<file path="config.mk">
export PLATFORM = sky130hd
export DESIGN_NAME = table_driven_state_machine_unit_flat
export DESIGN_NICKNAME = d
export VERILOG_FILES = /design/src/tdsm_pkg.sv /design/src/tdsm_if.sv /design/src/tdsm_rule_mem.sv /design/src/tdsm_seq.sv /design/src/table_driven_state_machine_unit.sv /design/src/flat_wrapper.sv
export SDC_FILE = /design/constraint.sdc
export NUM_CORES = 1
export LEC_CHECK = 0
export BUFFER_PORTS_ARGS = -buffer_cell sky130_fd_sc_hd__buf_2
export CORE_ASPECT_RATIO = 1.4
export CORE_MARGIN = 10
export CORE_UTILIZATION = 47
export CTS_CLUSTER_DIAMETER = 150
export DETAILED_ROUTE_END_ITERATION = 10
export MAX_ROUTING_LAYER = met4
export PLACE_DENSITY = 0.62
export SLEW_MARGIN = 20
export SYNTH_ARGS = -nofsm -noshare
export SYNTH_HDL_FRONTEND = slang
export SYNTH_SLANG_ARGS = --single-unit
export TNS_END_PERCENT = 20
</file>
<file path="constraint.sdc">
create_clock -name clk -period 12.7 [get_ports clk]
set_input_delay 1.905 -clock clk [delete_from_list [all_inputs] [get_ports clk]]
set_output_delay 1.905 -clock clk [all_outputs]
set_load 0.02 [all_outputs]
</file>
<file path="src/tdsm_pkg.sv">
// Shared types and constants for the table-driven state machine unit.
package tdsm_pkg;

    localparam int RC_W       = 5;
    localparam int SLOT_W     = 4;
    localparam int CFG_IDX_W  = 4;
    localparam int CFG_DATA_W = 32;

    localparam logic [CFG_IDX_W-1:0] CFG_RULE_COUNT  = 4'd0;
    localparam logic [CFG_IDX_W-1:0] CFG_START_STATE = 4'd1;

    typedef enum logic [1:0] {
        OP_EVENT   = 2'd0,
        OP_WRITE   = 2'd1,
        OP_RESTART = 2'd2
    } opcode_t;

    typedef enum logic [1:0] {
        ST_TAKEN   = 2'd0,
        ST_NOMATCH = 2'd1,
        ST_STORED  = 2'd2,
        ST_RESTART = 2'd3
    } status_t;

    typedef enum logic [1:0] {
        S_IDLE = 2'b01,
        S_SCAN = 2'b10
    } seq_state_t;

    typedef struct packed {
        logic we;
        logic re;
    } mem_ctl_t;

endpackage

</file>
<file path="src/tdsm_if.sv">
// Channel interfaces: request stream, response stream, configuration writes.
interface tdsm_req_if
    import tdsm_pkg::*;
#(
    parameter int STATE_BITS = 8,
    parameter int EVENT_BITS = 8
);
    logic                  valid;
    logic                  ready;
    logic [1:0]            opcode;
    logic [SLOT_W-1:0]     rule_slot;
    logic [STATE_BITS-1:0] rule_from;
    logic [EVENT_BITS-1:0] rule_event;
    logic [STATE_BITS-1:0] rule_to;
    logic                  rule_notify;
    logic [EVENT_BITS-1:0] event_req;

    modport source (output valid, opcode, rule_slot, rule_from, rule_event, rule_to,
                    rule_notify, event_req, input ready);
    modport sink   (input valid, opcode, rule_slot, rule_from, rule_event, rule_to,
                    rule_notify, event_req, output ready);
endinterface

interface tdsm_rsp_if
    import tdsm_pkg::*;
#(
    parameter int STATE_BITS = 8,
    parameter int EVENT_BITS = 8
);
    logic                  valid;
    logic                  ready;
    status_t               status;
    logic [STATE_BITS-1:0] prior_state;
    logic [STATE_BITS-1:0] next_state;
    logic                  notify;
    logic [EVENT_BITS-1:0] event_echo;

    modport source (output valid, status, prior_state, next_state, notify, event_echo,
                    input ready);
    modport sink   (input valid, status, prior_state, next_state, notify, event_echo,
                    output ready);
endinterface

interface tdsm_cfg_if
    import tdsm_pkg::*;
();
    logic                  valid;
    logic                  ready;
    logic [CFG_IDX_W-1:0]  index;
    logic [CFG_DATA_W-1:0] data;

    modport source (output valid, index, data, input ready);
    modport sink   (input valid, index, data, output ready);
endinterface

</file>
<file path="src/tdsm_rule_mem.sv">
// Rule store: one write port, one registered read port.
module tdsm_rule_mem
    import tdsm_pkg::*;
#(
    parameter int RULE_SLOTS = 16,
    parameter int IDX_W      = 4,
    parameter int RULE_W     = 25
) (
    input  logic              clk,
    input  mem_ctl_t          ctl,
    input  logic [IDX_W-1:0]  waddr,
    input  logic [RULE_W-1:0] wdata,
    input  logic [IDX_W-1:0]  raddr,
    output logic [RULE_W-1:0] rdata
);

    logic [RULE_W-1:0] mem [RULE_SLOTS];
    logic [RULE_W-1:0] rdata_reg;

    always_ff @(posedge clk)
    begin
        if (ctl.we)
        begin
            mem[waddr] <= wdata;
        end
        if (ctl.re)
        begin
            rdata_reg <= mem[raddr];
        end
    end

    assign rdata = rdata_reg;

endmodule

</file>
<file path="src/tdsm_seq.sv">
// Sequencer: decodes requests, scans rules one per cycle, holds the response register.
module tdsm_seq
    import tdsm_pkg::*;
#(
    parameter int RULE_SLOTS = 16,
    parameter int STATE_BITS = 8,
    parameter int EVENT_BITS = 8,
    parameter int IDX_W      = 4,
    parameter int CNT_W      = 5,
    parameter int RULE_W     = 25
) (
    input  logic                  clk,
    input  logic                  rst_n,
    tdsm_req_if.sink              req,
    tdsm_rsp_if.source            rsp,
    input  logic [RC_W-1:0]       rule_count,
    input  logic [STATE_BITS-1:0] start_state,
    output mem_ctl_t              mem_ctl,
    output logic [IDX_W-1:0]      mem_waddr,
    output logic [RULE_W-1:0]     mem_wdata,
    output logic [IDX_W-1:0]      mem_raddr,
    input  logic [RULE_W-1:0]     mem_rdata,
    output seq_state_t            seq_state,
    output logic [CNT_W-1:0]      scan_index,
    output logic [CNT_W-1:0]      scan_limit
);

    localparam int CW = (CNT_W > RC_W) ? CNT_W : RC_W;

    seq_state_t            state_reg;
    logic [STATE_BITS-1:0] cur_reg;
    logic [CNT_W-1:0]      idx_reg;
    logic [CNT_W-1:0]      lim_reg;
    logic [EVENT_BITS-1:0] ev_reg;
    logic                  rsp_valid_reg;
    status_t               status_reg;
    logic [STATE_BITS-1:0] prior_reg;
    logic [STATE_BITS-1:0] next_reg;
    logic                  notify_reg;
    logic [EVENT_BITS-1:0] echo_reg;

    logic                  accept;
    logic [CNT_W-1:0]      lim;
    logic [CNT_W-1:0]      idx_plus1;
    logic                  last;
    logic                  match;
    logic [STATE_BITS-1:0] rd_from;
    logic [EVENT_BITS-1:0] rd_event;
    logic [STATE_BITS-1:0] rd_to;
    logic                  rd_notify;
    logic                  res_load;
    status_t               res_status;
    logic [STATE_BITS-1:0] res_next;
    logic                  res_notify;
    logic [EVENT_BITS-1:0] res_echo;
    logic                  slot_ok;

    assign req.ready = (state_reg == S_IDLE) && (!rsp_valid_reg || rsp.ready);
    assign accept    = req.valid && req.ready;

    assign lim = (CW'(rule_count) > CW'(RULE_SLOTS)) ? CNT_W'(RULE_SLOTS)
                                                     : CNT_W'(rule_count);
    assign idx_plus1 = idx_reg + CNT_W'(1);
    assign last      = (idx_plus1 == lim_reg);

    assign rd_notify = mem_rdata[0];
    assign rd_to     = mem_rdata[STATE_BITS:1];
    assign rd_event  = mem_rdata[STATE_BITS+EVENT_BITS:STATE_BITS+1];
    assign rd_from   = mem_rdata[RULE_W-1 -: STATE_BITS];
    assign match     = (rd_from == cur_reg) && (rd_event == ev_reg);

    assign slot_ok   = (32'(req.rule_slot) < 32'(RULE_SLOTS));
    assign mem_waddr = IDX_W'(req.rule_slot);
    assign mem_wdata = {req.rule_from, req.rule_event, req.rule_to, req.rule_notify};
    assign mem_raddr = (state_reg == S_IDLE) ? '0 : idx_plus1[IDX_W-1:0];

    always_comb
    begin
        mem_ctl.we = accept && (req.opcode == OP_WRITE) && slot_ok;
        mem_ctl.re = (accept && (req.opcode == OP_EVENT) && (lim != '0))
                  || ((state_reg == S_SCAN) && !match && !last);
    end

    always_comb
    begin
        res_load   = 1'b0;
        res_status = ST_NOMATCH;
        res_next   = cur_reg;
        res_notify = 1'b0;
        res_echo   = '0;
        unique case (state_reg)
            S_IDLE:
            begin
                if (accept)
                begin
                    case (req.opcode)
                        OP_EVENT:
                        begin
                            res_load = (lim == '0);
                            res_echo = req.event_req;
                        end
                        OP_WRITE:
                        begin
                            res_load   = 1'b1;
                            res_status = ST_STORED;
                        end
                        OP_RESTART:
                        begin
                            res_load   = 1'b1;
                            res_status = ST_RESTART;
                            res_next   = start_state;
                        end
                        default:
                        begin
                            res_load = 1'b1;
                        end
                    endcase
                end
            end
            S_SCAN:
            begin
                res_echo = ev_reg;
                if (match)
                begin
                    res_load   = 1'b1;
                    res_status = ST_TAKEN;
                    res_next   = rd_to;
                    res_notify = rd_notify;
                end
                else if (last)
                begin
                    res_load = 1'b1;
                end
            end
            default:
            begin
                res_load = 1'b0;
            end
        endcase
    end

    always_ff @(posedge clk or negedge rst_n)
    begin
        if (!rst_n)
        begin
            state_reg     <= S_IDLE;
            cur_reg       <= '0;
            idx_reg       <= '0;
            rsp_valid_reg <= 1'b0;
        end
        else
        begin
            if (rsp.ready)
            begin
                rsp_valid_reg <= 1'b0;
            end
            if (res_load)
            begin
                rsp_valid_reg <= 1'b1;
                cur_reg       <= res_next;
            end
            unique case (state_reg)
                S_IDLE:
                begin
                    if (accept && (req.opcode == OP_EVENT))
                    begin
                        idx_reg <= '0;
                        if (lim != '0)
                        begin
                            state_reg <= S_SCAN;
                        end
                    end
                end
                S_SCAN:
                begin
                    if (match)
                    begin
                        state_reg <= S_IDLE;
                    end
                    else if (last)
                    begin
                        idx_reg   <= lim_reg;
                        state_reg <= S_IDLE;
                    end
                    else
                    begin
                        idx_reg <= idx_plus1;
                    end
                end
                default:
                begin
                    state_reg <= S_IDLE;
                end
            endcase
        end
    end

    always_ff @(posedge clk)
    begin
        if (accept)
        begin
            ev_reg  <= req.event_req;
            lim_reg <= lim;
        end
        if (res_load)
        begin
            status_reg <= res_status;
            prior_reg  <= cur_reg;
            next_reg   <= res_next;
            notify_reg <= res_notify;
            echo_reg   <= res_echo;
        end
    end

    assign rsp.valid       = rsp_valid_reg;
    assign rsp.status      = status_reg;
    assign rsp.prior_state = prior_reg;
    assign rsp.next_state  = next_reg;
    assign rsp.notify      = notify_reg;
    assign rsp.event_echo  = echo_reg;

    assign seq_state  = state_reg;
    assign scan_index = idx_reg;
    assign scan_limit = lim_reg;

endmodule

</file>
<file path="src/table_driven_state_machine_unit.sv">
// Top level of the table-driven state machine unit.
// Channels: req carries one request (event, rule write or restart); rsp returns
// one response per request; cfg writes rule_count (index 0) and start_state
// (index 1) and is always ready.
// Rule writes, restarts and events with a zero rule count answer on rsp in the
// cycle after acceptance. An event scans the rule store one slot per cycle
// through a single registered read port and one comparator, reading slots in order
// until one matches or min(rule_count, RULE_SLOTS) slots have been read; the
// response is then loaded. A new request is taken only when no scan runs and
// the previous response has been taken or is taken in the same cycle.
// req.ready is low during a scan and while a response waits on a stalled
// receiver; the response register holds its contents until rsp.ready.
// Reset clears the current state, the scan index and both registers; rule
// slots hold nothing defined until written.
module table_driven_state_machine_unit
    import tdsm_pkg::*;
#(
    parameter int RULE_SLOTS = 16,
    parameter int STATE_BITS = 8,
    parameter int EVENT_BITS = 8
) (
    input  logic       clk,
    input  logic       rst_n,
    tdsm_req_if.sink   req,
    tdsm_rsp_if.source rsp,
    tdsm_cfg_if.sink   cfg
);

    localparam int IDX_W  = (RULE_SLOTS > 1) ? $clog2(RULE_SLOTS) : 1;
    localparam int CNT_W  = $clog2(RULE_SLOTS + 1);
    localparam int RULE_W = 2 * STATE_BITS + EVENT_BITS + 1;

    logic [RC_W-1:0]       rule_count_reg;
    logic [STATE_BITS-1:0] start_state_reg;

    mem_ctl_t              mem_ctl;
    logic [IDX_W-1:0]      mem_waddr;
    logic [RULE_W-1:0]     mem_wdata;
    logic [IDX_W-1:0]      mem_raddr;
    logic [RULE_W-1:0]     mem_rdata;
    seq_state_t            seq_state;
    logic [CNT_W-1:0]      scan_index;
    logic [CNT_W-1:0]      scan_limit;

    assign cfg.ready = 1'b1;

    always_ff @(posedge clk or negedge rst_n)
    begin
        if (!rst_n)
        begin
            rule_count_reg  <= '0;
            start_state_reg <= '0;
        end
        else if (cfg.valid && cfg.ready)
        begin
            unique case (cfg.index)
                CFG_RULE_COUNT:  rule_count_reg  <= cfg.data[RC_W-1:0];
                CFG_START_STATE: start_state_reg <= cfg.data[STATE_BITS-1:0];
                default:         rule_count_reg  <= rule_count_reg;
            endcase
        end
    end

    tdsm_seq #(
        .RULE_SLOTS (RULE_SLOTS),
        .STATE_BITS (STATE_BITS),
        .EVENT_BITS (EVENT_BITS),
        .IDX_W      (IDX_W),
        .CNT_W      (CNT_W),
        .RULE_W     (RULE_W)
    ) u_seq (
        .clk         (clk),
        .rst_n       (rst_n),
        .req         (req),
        .rsp         (rsp),
        .rule_count  (rule_count_reg),
        .start_state (start_state_reg),
        .mem_ctl     (mem_ctl),
        .mem_waddr   (mem_waddr),
        .mem_wdata   (mem_wdata),
        .mem_raddr   (mem_raddr),
        .mem_rdata   (mem_rdata),
        .seq_state   (seq_state),
        .scan_index  (scan_index),
        .scan_limit  (scan_limit)
    );

    tdsm_rule_mem #(
        .RULE_SLOTS (RULE_SLOTS),
        .IDX_W      (IDX_W),
        .RULE_W     (RULE_W)
    ) u_mem (
        .clk   (clk),
        .ctl   (mem_ctl),
        .waddr (mem_waddr),
        .wdata (mem_wdata),
        .raddr (mem_raddr),
        .rdata (mem_rdata)
    );

    // scan pointer stays inside the active range
    assert property (@(posedge clk) disable iff (!rst_n)
        (seq_state == S_SCAN) |-> (scan_index < scan_limit))
        else $error("scan index beyond limit");

    // no new request while a response is stalled
    assert property (@(posedge clk) disable iff (!rst_n)
        (rsp.valid && !rsp.ready) |-> !req.ready)
        else $error("request taken over stalled response");

    // rule write answers next cycle with stored status
    assert property (@(posedge clk) disable iff (!rst_n)
        (req.valid && req.ready && (req.opcode == OP_WRITE))
        |=> (rsp.valid && (rsp.status == ST_STORED)))
        else $error("rule write response missing");

    // restart lands on the configured start state
    assert property (@(posedge clk) disable iff (!rst_n)
        (req.valid && req.ready && (req.opcode == OP_RESTART))
        |=> (rsp.next_state == $past(start_state_reg)))
        else $error("restart state mismatch");

endmodule

</file>
<file path="src/flat_wrapper.sv">
// flat-port wrapper written by rule: the top's interface ports become plain ports
module table_driven_state_machine_unit_flat import tdsm_pkg::*;
#(
    parameter int RULE_SLOTS = 16,
    parameter int STATE_BITS = 8,
    parameter int EVENT_BITS = 8
)
  (clk, rst_n, req_valid, req_opcode, req_rule_slot, req_rule_from, req_rule_event, req_rule_to, req_rule_notify, req_event_req, req_ready, rsp_valid, rsp_status, rsp_prior_state, rsp_next_state, rsp_notify, rsp_event_echo, rsp_ready, cfg_valid, cfg_index, cfg_data, cfg_ready);
  tdsm_req_if #(.STATE_BITS(STATE_BITS), .EVENT_BITS(EVENT_BITS)) req_i ();
  tdsm_rsp_if #(.STATE_BITS(STATE_BITS), .EVENT_BITS(EVENT_BITS)) rsp_i ();
  tdsm_cfg_if cfg_i ();
  input  logic clk;
  input  logic rst_n;
  input wire logic [$bits(req_i.valid)-1:0] req_valid;
  input wire logic [$bits(req_i.opcode)-1:0] req_opcode;
  input wire logic [$bits(req_i.rule_slot)-1:0] req_rule_slot;
  input wire logic [$bits(req_i.rule_from)-1:0] req_rule_from;
  input wire logic [$bits(req_i.rule_event)-1:0] req_rule_event;
  input wire logic [$bits(req_i.rule_to)-1:0] req_rule_to;
  input wire logic [$bits(req_i.rule_notify)-1:0] req_rule_notify;
  input wire logic [$bits(req_i.event_req)-1:0] req_event_req;
  output wire logic [$bits(req_i.ready)-1:0] req_ready;
  output wire logic [$bits(rsp_i.valid)-1:0] rsp_valid;
  output wire logic [$bits(rsp_i.status)-1:0] rsp_status;
  output wire logic [$bits(rsp_i.prior_state)-1:0] rsp_prior_state;
  output wire logic [$bits(rsp_i.next_state)-1:0] rsp_next_state;
  output wire logic [$bits(rsp_i.notify)-1:0] rsp_notify;
  output wire logic [$bits(rsp_i.event_echo)-1:0] rsp_event_echo;
  input wire logic [$bits(rsp_i.ready)-1:0] rsp_ready;
  input wire logic [$bits(cfg_i.valid)-1:0] cfg_valid;
  input wire logic [$bits(cfg_i.index)-1:0] cfg_index;
  input wire logic [$bits(cfg_i.data)-1:0] cfg_data;
  output wire logic [$bits(cfg_i.ready)-1:0] cfg_ready;
  assign req_i.valid = req_valid;
  assign req_i.opcode = req_opcode;
  assign req_i.rule_slot = req_rule_slot;
  assign req_i.rule_from = req_rule_from;
  assign req_i.rule_event = req_rule_event;
  assign req_i.rule_to = req_rule_to;
  assign req_i.rule_notify = req_rule_notify;
  assign req_i.event_req = req_event_req;
  assign req_ready = req_i.ready;
  assign rsp_valid = rsp_i.valid;
  assign rsp_status = rsp_i.status;
  assign rsp_prior_state = rsp_i.prior_state;
  assign rsp_next_state = rsp_i.next_state;
  assign rsp_notify = rsp_i.notify;
  assign rsp_event_echo = rsp_i.event_echo;
  assign rsp_i.ready = rsp_ready;
  assign cfg_i.valid = cfg_valid;
  assign cfg_i.index = cfg_index;
  assign cfg_i.data = cfg_data;
  assign cfg_ready = cfg_i.ready;
  table_driven_state_machine_unit #(.RULE_SLOTS(RULE_SLOTS), .STATE_BITS(STATE_BITS), .EVENT_BITS(EVENT_BITS)) u_core (.clk(clk), .rst_n(rst_n), .req(req_i), .rsp(rsp_i), .cfg(cfg_i));
endmodule
</file>
==> reports/summary.txt, run 1 <==
Final setup violation count: 0
die height: 261.2 um
clk root buf: clkbuf_16
RD Place Congestion: 0.8082
vias per inst: 5.809
Crit Path Max Fanout: 25
Power Density: 179.7 nW/um^2
asr flop ratio synth: 5.870%
DRT iter0 DRCs: 872
skew final: 0.01366 ns
H-tree depth: 2
Antenna Nets Post-Route: 0
Pleak: 7.030 nW
layout cells sized above 1: 18.06%
Boundary Pins: 110
worst-skew pair later-pin latency: 0.56 ns
Port Buffer Count: 84
clk slew on worst S/H paths: 0.06 ns
drt wl/cell: 24.18 um
largest vdd supply drop: 0.0001262 V
final cell count without fillers: 1842
Final Max Tran Viols: 0
crit start category: input pin
CTS tree: built
vias in the first global route: 10554
critical path's slowest cell: nor2_4
Setup Fix Bufs, Post-CTS: 0
worst min path class: reg2reg
clk sink count: 494
placed insts: 1757
largest net degree at the start of global routing: 75
max-slew headroom at the worst pin: 22.21%
Post-synth EDFFs: 465
Mapped Cells: 1191
CP required: 12.87 ns
critical setup path kind: in2reg
Post-Syn Area per Cell: 16.40 um^2
Post-DP HPWL: 24640 um
die width: 192.3 um
Initial Utilization: 47.43%
Area Overhead vs Synth: 12.74%
# rows: 88
crit share post-route: 34.68%
global route total overflow: 0
unrepaired setup endpoints after global routing: no
hold_buf cts: 0
synth warn: 0
Hold Vio Cnt, Final: 0
CTS buffer count: 46
ys flop type: edfxtp_1
initial antenna violation count: 2
# resized after CTS: 0
area of the core: 41180 um^2
Distinct cells, synth: 50
first-pass GRT wire length: 65940 um
DR pass1 iterations: 5
fill count: 3343
actual slew at the worst max-slew pin: 1.164 ns
CP max stage delay: 0.90 ns
post-route setup TNS: 0 ns
Max-Cap Viols: 0
max FFs per register: 400
synthesized net count: 1277
fmax: 0.2270 GHz
FF+latch count, synth: 494
Seq/Total Area, Yosys: 75.22%
CP arrival: 4.57 ns
outcome: finished, final reports clean
clock buffer depth: 3
nets: 1352
Critical Path, Cell by Cell: buf_2 > nand2b_1 > nand3_1 > inv_1 > nand2_1 > or3_1 > nor2_4
Synth Cell Area: 19530 um^2
DRC viols: 0
die area: 50220 um^2
Vias: 10700
final wirelength: 44540 um
GRT Util Overall: 18.08%
Tmin final: 4.405 ns
CP Capture Type: flop
## cells in the final DEF, fill, tap and decap left out, types with 14 or more instances in the layout
| master | instances |
|---|---|
| xnor2_1 | 20 |
| buf_4 | 18 |
| nor2b_1 | 52 |
| buf_2 | 84 |
| a31oi_1 | 24 |
| mux4_2 | 27 |
| a311oi_1 | 24 |
| nor2_4 | 15 |
| mux2i_1 | 40 |
| clkinv_1 | 16 |
| o22ai_1 | 26 |
| o221ai_1 | 33 |
| o21ai_0 | 35 |
| a211oi_1 | 72 |
| dfrtp_1 | 27 |
| mux2_2 | 14 |
| clkbuf_16 | 46 |
| a21oi_1 | 31 |
| edfxtp_1 | 465 |
| nand2_1 | 108 |
## routing by layer
metal	global-route usage, %	vias to the layer above	routed length (um)
li1	-	4881	-
met1	22.08	5433	18130
met2	29.74	304	22360
met3	2.622	82	2338
met4	7.423	0	1719
met5	-	-	0
## cells by family (layout without fill, tap and decap cells)
family          Yosys count  in the layout  share of synthesized area (%)
mux                      81             81                          5.971
fa+ha+maj                 6              6                         0.3844
xor+xnor                 24             24                          1.185
flops                   494            494                          75.22
simple gates            222            222                          5.439
other cells               1              2                        0.01920
compound gates          276            276                          9.937
buf+inv                  87            197                          1.845
## report_power, final
group          switching, mW  total (mW)  internal, mW
logic                  0.443       0.702         0.259
clock network          0.582        1.29         0.705
registers             0.0705        1.97          1.90
total                   1.10        3.96          2.86
## worst max-delay path, delay by kind of cell
family / cells / cell delay, ns
buffers and inverters: 2 / 0.69
and+or+nand+nor: 5 / 1.95
## cell usage after synthesis (all sizes together) (4+ instances only)
master | n | area (um^2)
nor3 | 8 | 40.04
nor2 | 28 | 115.1
nand2b | 4 | 25.02
and3 | 4 | 25.02
o21ai | 35 | 175.2
a22oi | 9 | 67.56
o22ai | 26 | 162.7
ha | 6 | 75.07
a31oi | 24 | 150.1
dfrtp | 28 | 700.7
edfxtp | 465 | 13960
mux2i | 40 | 400.4
o21a | 7 | 52.55
a311oi | 24 | 210.2
mux2 | 14 | 157.7
nand2 | 111 | 416.7
o221ai | 33 | 289.0
inv | 10 | 37.54
a211oi | 72 | 540.5
mux4 | 27 | 608.1
buf | 24 | 123.9
o22a | 9 | 78.83
a21oi | 31 | 155.2
nand4 | 5 | 31.28
clkbuf | 52 | 195.2
xnor2 | 20 | 175.2
nor2b | 52 | 325.3
## final timing paths
kind	startpoint	to	slack [ns]	depth (start not counted)
setup reg to reg	u_core.u_seq.seq_state[0]	u_core.u_mem.rdata[23]	8.69	8
hold reg to reg	u_core.u_seq.seq_state[0]	u_core.u_seq.seq_state[0]	0.50	2
min in group asynchronous	rst_n	u_core.u_seq.seq_state[1]	1.41	1
hold / removal	u_core.u_seq.seq_state[0]	u_core.u_seq.seq_state[0]	0.50	2
max in group asynchronous	rst_n	u_core.u_seq.scan_index[0]	10.74	1
setup / recovery	rsp_ready	u_core.u_mem.mem[4][7]	8.30	7
## cell type report
class / instances / area, um^2 / share of cell area, %
tap: 540 / 675.6 / 3.069
antenna: 1 / 2.502 / 0.01137
multi-input combinational: 610 / 4637 / 21.06
clock buffer: 52 / 1174 / 5.330
inverter: 11 / 41.29 / 0.1875
clock inverter: 31 / 210.2 / 0.9547
sequential: 494 / 14690 / 66.74
timing repair buffer: 103 / 583.1 / 2.648
## stage by stage
step	power, mW	instance area [um^2]	hold WS, ns	util, %	setup slack, ns
2_1_floorplan	2.469	19530	0.4736	-	7.460
3_3_place_gp	2.696	20600	0.4856	50.03	7.773
3_5_place_dp	2.710	20600	0.4933	50.03	7.710
4_1_cts	3.986	21990	0.5033	53.39	8.290
5_1_grt	4.119	22020	0.5276	53.47	8.135
6_report	3.957	22020	0.5018	53.47	8.295
No activity file was read; power rests on OpenSTA's default activity.
==> run 2, diff against run 1 <==
Settings changed: PLACE_DENSITY 0.62 to 0.65.
Clock period 12.7 ns to 3.7 ns, I/O delays scaled along.
==> reports/summary.txt, run 2 (synthesis results as in run 1) <==
clk slew on worst S/H paths: 0.07 ns (about the same)
final wirelength: 45440 um (+2.0%)
critical path's slowest cell: dfrtp_4
Reg-to-Reg Start: u_core.u_seq.scan_index[0]
nets: 1375 (+1.7%)
largest net degree at the start of global routing: 98 (+31%)
Boundary Pins: 110 (unchanged)
GRT Util Overall: 18.51% (+0.43 points)
crit start category: flop
clk sink count: 494 (unchanged)
worst min path class: in2async
pre-CTS setup slack: 0.5917 ns (-7.118 ns)
CP max stage delay: 0.68 ns (-0.22 ns)
Worst Reg-to-Reg Cells: 8 (unchanged)
Critical Path, Cell by Cell: ha_2 > buf_4 > nand2_4 > buf_12 > a211oi_1 > a311oi_1 > a211oi_1 > a21oi_1
CP required: 3.97 ns (-8.90 ns)
crit share post-route: 85.51%
CTS tree: built
die area: 50220 um^2 (unchanged)
# rows: 88 (unchanged)
# resized after CTS: 0 (unchanged)
CTS buffer count: 45 (-2.2%)
critical path's most frequent cell: a211oi_1
Final Max Tran Viols: 0 (unchanged)
first-pass GRT wire length: 67940 um (+3.0%)
unrepaired setup endpoints after global routing: no
largest vdd supply drop: 0.0003448 V (+170%)
Pleak: 7.231 nW (+2.9%)
worst-skew pair later-pin latency: 0.56 ns (about the same)
most frequent cells in the layout: edfxtp_1, nand2_1, buf_2
fmax: 0.3161 GHz
Area Overhead vs Synth: 14.85%
vias in the first global route: 11140 (+5.6%)
Hold Vio Cnt, Final: 0 (unchanged)
die width: 192.3 um (unchanged)
Min Hold Slack: 0.04780 ns (-0.4540 ns)
skew final: 0.01730 ns (+0.003640 ns)
max FFs per register: 400 (unchanged)
DRC viols: 0 (unchanged)
final cell count without fillers: 1868 (+1.4%)
H-tree depth: 2 (unchanged)
Crit Path Max Fanout: 97 (+290%)
Post-DP HPWL: 26320 um (+6.8%)
die height: 261.2 um (unchanged)
clk root buf: clkbuf_16
hold_buf cts: 0 (unchanged)
global route total overflow: 0 (unchanged)
max-slew headroom at the worst pin: 27.27% (+5.1 points)
placed insts: 1782 (+1.4%)
Top Family by Delay on Critical Path: compound AO/OA/AOI/OAI gates
initial antenna violation count: 2 (unchanged)
Vias: 11042 (+3.2%)
Max-Cap Viols: 0 (unchanged)
commonest non-fill, non-tap cell in the layout: edfxtp_1
worst setup margin: 0.5362 ns (-7.759 ns)
outcome: finished, final reports clean
Final setup violation count: 0 (unchanged)
Setup Fix Bufs, Post-CTS: 0 (unchanged)
Power Density: 621.4 nW/um^2 (+250%)
actual slew at the worst max-slew pin: 1.090 ns (-0.07391 ns)
Port Buffer Count: 84 (unchanged)
worst reg2reg setup slack: 0.54 ns (-8.15 ns)
Tmin final: 3.164 ns
placed cell areas: 20950 um^2 (+1.7%)
area of the core: 41180 um^2 (unchanged)
vias per inst: 5.911 (+1.8%)
RD Place Congestion: 0.8221 (+1.7%)
critical setup path kind: reg2reg
Antenna Nets Post-Route: 0 (unchanged)
DRT iter0 DRCs: 963 (+10%)
Initial Utilization: 47.43% (unchanged)
Final Instance Area: 22430 um^2 (+1.9%)
DR pass1 iterations: 5 (unchanged)
CP arrival: 3.43 ns (-1.14 ns)
drt wl/cell: 24.33 um (+0.60%)
Bufs and invs on worst path: 2 (unchanged)
final core utilization: 54.47% (+1.0 points)
clock buffer depth: 3 (unchanged)
layout cells sized above 1: 19.83% (+1.8 points)
CP Capture Type: flop
reg-to-reg critical path endpoint: u_core.u_mem.rdata[0]
[run 2: cell types whose count changed in the layout (fill, tap and decap cells not counted), moves of 2 or more]
cell        previous run  this run
buf_4                 18        31
buf_12                 0        12
clkinv_1              16        11
bufinv_16              2         5
clkbuf_1               6         8
clkinvlp_4             1         3
[run 2: area by class of cell]
cell class,instances,area [um^2]
multi-input cells,610,4643
diodes,2,5.005
flip-flops and latches,494,14690
clock buffers,55,1206
fillers,3243,18750
repair buffers,127,893.4
well taps,540,675.6
clock inverters,29,271.5
inverters,11,41.29
[run 2: how the worst max path moves through the flow]
stage / from / endpoint / slack (ns) / cells past startpoint
global route: u_core.u_seq.seq_state[0] / u_core.u_mem.mem[10][16] / 0.36 / 8
global placement: u_core.u_seq.seq_state[0] / u_core.u_mem.mem[12][21] / 0.57 / 7
finish: u_core.u_seq.scan_index[0] / u_core.u_mem.rdata[0] / 0.54 / 8
floorplan: u_core.u_seq.seq_state[0] / u_core.u_mem.mem[2][0] / -0.12 / 8
CTS: u_core.u_seq.seq_state[0] / u_core.u_mem.mem[12][9] / 0.54 / 7
detailed placement: u_core.u_seq.seq_state[0] / u_core.u_mem.mem[12][18] / 0.59 / 7
[run 2: power breakdown]
part	leakage [nW]	internal [mW]	switching, mW
logic	1.96	0.983	1.54
clock network	0.717	2.68	1.97
registers	4.55	6.51	0.262
total	7.23	10.2	3.77
[run 2: through the flow]
stage	setup TNS [ns]	power, mW
3_3_place_gp	0	9.362
2_1_floorplan	-6.614	8.476
6_report	0	13.94
5_1_grt	0	14.49
3_5_place_dp	0	9.423
4_1_cts	0	14.04
[run 2: per-layer routing]
metal | wire, um | vias up | GRT usage (%)
met5 | 0 | - | -
li1 | - | 4948 | -
met2 | 23360 | 378 | 31.46
met4 | 1423 | 0 | 6.733
met1 | 17920 | 5618 | 21.87
met3 | 2737 | 98 | 2.955
